### config.mk
export PLATFORM = sky130hd
export DESIGN_NAME = tpfi_div_chain
export DESIGN_NICKNAME = d
export VERILOG_FILES = /design/src/rtl/tpfi_div_cell.sv /design/src/rtl/tpfi_div_chain.sv
export SDC_FILE = /design/constraint.sdc
export NUM_CORES = 2
export LEC_CHECK = 0
export CORE_UTILIZATION = 35
export DETAILED_ROUTE_END_ITERATION = 8
export DONT_BUFFER_PORTS = 1
export SYNTH_ARGS = -nofsm -noshare
export SYNTH_HDL_FRONTEND = slang
export SYNTH_SLANG_ARGS = --single-unit
### constraint.sdc
create_clock -name clk -period 6.2 [get_ports clk]
set_input_delay 1.55 -clock clk [delete_from_list [all_inputs] [get_ports clk]]
set_output_delay 1.55 -clock clk [all_outputs]
set_load 0.05 [all_outputs]
### src/rtl/tpfi_div_cell.sv
// One restoring-division cell: produces one quotient bit per item.
`timescale 1ns / 1ps
`default_nettype none
module tpfi_div_cell #(
	parameter int RW = 16,
	parameter int NW = 27,
	parameter type side_t = logic
) (
	input  logic           clk,
	input  logic           arst_n,
	input  logic           en,
	input  logic           valid_in,
	input  logic [RW+NW-1:0] acc_in,
	input  logic [RW-1:0]  div_in,
	input  side_t          side_in,
	output logic           valid_out,
	output logic [RW+NW-1:0] acc_out,
	output logic [RW-1:0]  div_out,
	output side_t          side_out
);
	localparam int AW = RW + NW;

	logic [AW:0]   sh;
	logic [RW:0]   top;
	logic [RW:0]   diff;
	logic [RW:0]   sel;
	logic          take;
	logic [AW-1:0] acc_nx;
	logic          valid_q;
	logic [AW-1:0] acc_q;
	logic [RW-1:0] div_q;
	side_t         side_q;

	always_comb begin
		sh     = {acc_in, 1'b0};
		top    = sh[AW:NW];
		diff   = top - {1'b0, div_in};
		take   = top >= {1'b0, div_in};
		sel    = take ? diff : top;
		acc_nx = {sel[RW-1:0], sh[NW-1:0]};
		acc_nx[0] = take;
	end

	always_ff @(posedge clk or negedge arst_n) begin
		if (!arst_n) begin
			valid_q <= 1'b0;
		end else if (en) begin
			valid_q <= valid_in;
		end
	end

	always_ff @(posedge clk) begin
		if (en) begin
			acc_q  <= acc_nx;
			div_q  <= div_in;
			side_q <= side_in;
		end
	end

	assign valid_out = valid_q;
	assign acc_out   = acc_q;
	assign div_out   = div_q;
	assign side_out  = side_q;
endmodule
`default_nettype wire

### src/rtl/tpfi_div_chain.sv
// Row of division cells: one quotient bit per cell, one item per cycle while en is high.
`timescale 1ns / 1ps
`default_nettype none
module tpfi_div_chain #(
	parameter int RW = 16,
	parameter int NW = 27,
	parameter type side_t = logic
) (
	input  logic           clk,
	input  logic           arst_n,
	input  logic           en,
	input  logic           valid_in,
	input  logic [RW+NW-1:0] acc_in,
	input  logic [RW-1:0]  div_in,
	input  side_t          side_in,
	output logic           valid_out,
	output logic [RW+NW-1:0] acc_out,
	output side_t          side_out
);
	logic [NW:0]      v;
	logic [RW+NW-1:0] acc  [NW+1];
	logic [RW-1:0]    dvs  [NW+1];
	side_t            side [NW+1];

	assign v[0]    = valid_in;
	assign acc[0]  = acc_in;
	assign dvs[0]  = div_in;
	assign side[0] = side_in;

	for (genvar k = 0; k < NW; k++) begin : g_cell
		tpfi_div_cell #(
			.RW(RW),
			.NW(NW),
			.side_t(side_t)
		) u_cell (
			.clk(clk),
			.arst_n(arst_n),
			.en(en),
			.valid_in(v[k]),
			.acc_in(acc[k]),
			.div_in(dvs[k]),
			.side_in(side[k]),
			.valid_out(v[k+1]),
			.acc_out(acc[k+1]),
			.div_out(dvs[k+1]),
			.side_out(side[k+1])
		);
	end

	assign valid_out = v[NW];
	assign acc_out   = acc[NW];
	assign side_out  = side[NW];
endmodule
`default_nettype wire

==> qor.yml <==
status: "finished clean"
htreeDepth: 4
die_area_mm2: 0.215
hold_class: "register to register"
min_period_over_period_pct: 64.1
core_mm2: 0.212
cts_made_buffers: 185
wl_per_cell_um: 15.0
fp-row-count: 169
worst_pin_slew_ps: 1250
path_clk_slew_ps: 60
cts_hold_buf: 0
reg2reg_to: "g_cell[8].u_cell.acc_out[34]$_DFFE_PP_"
grt_pass1_wl_mm: 208
start_util_pct: 35.2
ys.flop_type: "edfxtp_1"
min_path_cells: 0
final_common_cell: "edfxtp_1"
synthCells: 5360
critical_path_arrival_ps: 4380
areaGrowthSynthToFinish_pct: 12.4
reg2reg_setup_slack_ps: 2480
cts_setup_buffers: 0
vias: 40744
via_per_inst: 4.82
ys_seq_area_share_pct: 65.5
worstHoldStart: "g_cell[20].u_cell.acc_out[1]$_DFFE_PP_"
clock_latency_ps: 800
avgSynthCellArea_um2: 13.9
critical_path_class: "input port to register"
synthesis.nets: 5883
leakage_nw: 32.1
grt.overflow.total: 0
rr_worst_depth: 10
reg2reg_from: "g_cell[7].u_cell.acc_out[32]$_DFFE_PP_"
setup_slack_ps: 2220
finalSetupTns_ps: 0
antenna_found_initial: 3
finalSetupViolCount: 0
ir_worst_vdd_mv: 0.305
yosysUniqueCellTypes: 79
cts_resized: 0
io_pins: 109
dp_hpwl_mm: 84.4
finalHoldViolations: 0
gr-usage-all-layers_pct: 11.7
layout-drive-gt1-share_pct: 11.1
cts_tree: "done"
cp_top_family: "buffers and inverters"
drc_errors: 0
max_freq_mhz: 252
path_max_fanout: 230
drt_pass1_iterations: 6
cts_num_sinks: 1631
die_x_um: 464
die_h_um: 464
crit_top_cell: "buf_16"
synth_seq_cells: 1631
timing.critical_path.from_type: "input port"
cp_data_required_time_ps: 6600
root_buffer: "clkbuf_16"
fin_nets: 6003
drv_slew: 0
cp-end-kind: "register"
power_mw: 41.0
power_per_cell_area_mw_per_mm2: 489
layout_common_cells: "edfxtp_1 (1,604), inv_1 (545), ha_1 (432)"
worstPathCellList: "buf_16 > buf_16 > buf_16"
min_to: "g_cell[21].u_cell.acc_out[2]$_DFFE_PP_"
grt_max_degree: 294
io_buffers: 0
ant_nets: 0
syn-cell-area_mm2: 0.0746
cpPeakStageDelay_ps: 760
finClkSkew_ps: 35.0
slew-limit-headroom_pct: 16.6
preCtsSetupSlack_ps: 1620
period_needed_ps: 3980
holdWs_ps: 390
async_flop_share_pct: 1.66
grt_pass1_vias: 40972
drt_iter0_markers: 2706
wl_mm: 127
cp_num_buf_inv: 3
slowest_stage: "buf_16"
synth_edf_count: 1604
drv_cap: 0
rsz0062_at_grt: "no"
clockBufferDepth: 3
gp_congestion: 0.880
synth.yosys.warnings: 0
registers in the layout (all words and copies together) (netlist names):
| signal | count |
|---|---|
| g_cell.u_cell.acc_out | 1161 |
| g_cell.u_cell.div_out | 416 |
| g_cell.u_cell.side_out | 27 |
| g_cell.u_cell.valid_out | 27 |
where the power goes:
| part | internal [mW] | leakage, nW | switching (mW) |
|---|---|---|---|
| clock | 6.15 | 2.88 | 4.40 |
| combinational | 6.52 | 13.2 | 7.37 |
| sequential | 15.3 | 16.0 | 1.30 |
cell usage after synthesis, drive strengths merged (66+ instances only):
master,number,area share [%]
edfxtp,1604,65
inv,546,2.7
ha,432,7.2
a21oi,300,2.0
nor2,300,1.5
o21ai,276,1.9
mux2,266,4.0
nand2,256,1.3
xnor2,175,2.1
xor2,109,1.3
nor3,103,0.69
a21o,86,0.87
buf,78,0.69
o21a,78,0.78
nand3,69,0.46
nand2b,66,0.55
through the flow:
step	instance area, um2	cells	util (%)
floorplan	74600	5360	-
global placement	78000	8113	36.8
detailed placement	78000	8113	36.8
CTS	83900	8450	39.6
global route	83900	8455	39.6
finish	83900	8455	39.6
cells by family after synthesis:
kind of cell,Yosys count,synth area share [%]
xor gates and xnor gates,284,3.33
AOI/OAI and AO/OA,995,8.41
adders and majority gates,459,7.97
and+or+nand+nor,1036,6.64
buffers and inverters,644,3.54
DFF,1631,65.5
muxes,311,4.65
layout make-up:
class / count / area (um2)
Fill cell: 19682 / 128000
Sequential cell: 1631 / 48800
Multi-Input combinational cell: 3085 / 23200
Clock buffer: 212 / 4780
Tap cell: 2821 / 3530
Inverter: 546 / 2050
Clock inverter: 125 / 1110
Timing Repair Buffer: 31 / 393
Antenna cell: 4 / 10.0
worst max-delay path by stage:
stage                                                start                                       to  cells past startpoint
global placement                                        en  g_cell[13].u_cell.acc_out[13]$_DFFE_PP_                      3
global route                                            en  g_cell[26].u_cell.acc_out[22]$_DFFE_PP_                      3
detailed placement                                      en  g_cell[26].u_cell.acc_out[26]$_DFFE_PP_                      3
floorplan                                        div_in[1]   g_cell[0].u_cell.acc_out[35]$_DFFE_PP_                     12
CTS                 g_cell[7].u_cell.acc_out[32]$_DFFE_PP_   g_cell[8].u_cell.acc_out[30]$_DFFE_PP_                     10
finish                                                  en  g_cell[26].u_cell.acc_out[22]$_DFFE_PP_                      3
metal layers:
metal  GRT usage (%)  vias to the layer above  share of wire [%]
met2            19.5                      727                 47
met4            4.31                        0                3.0
met1            14.9                    19619                 45
met3            2.46                      268                4.5
met5               0                        -                  0
li1                -                    20130                  -
(Power assumes the default switching activity.)
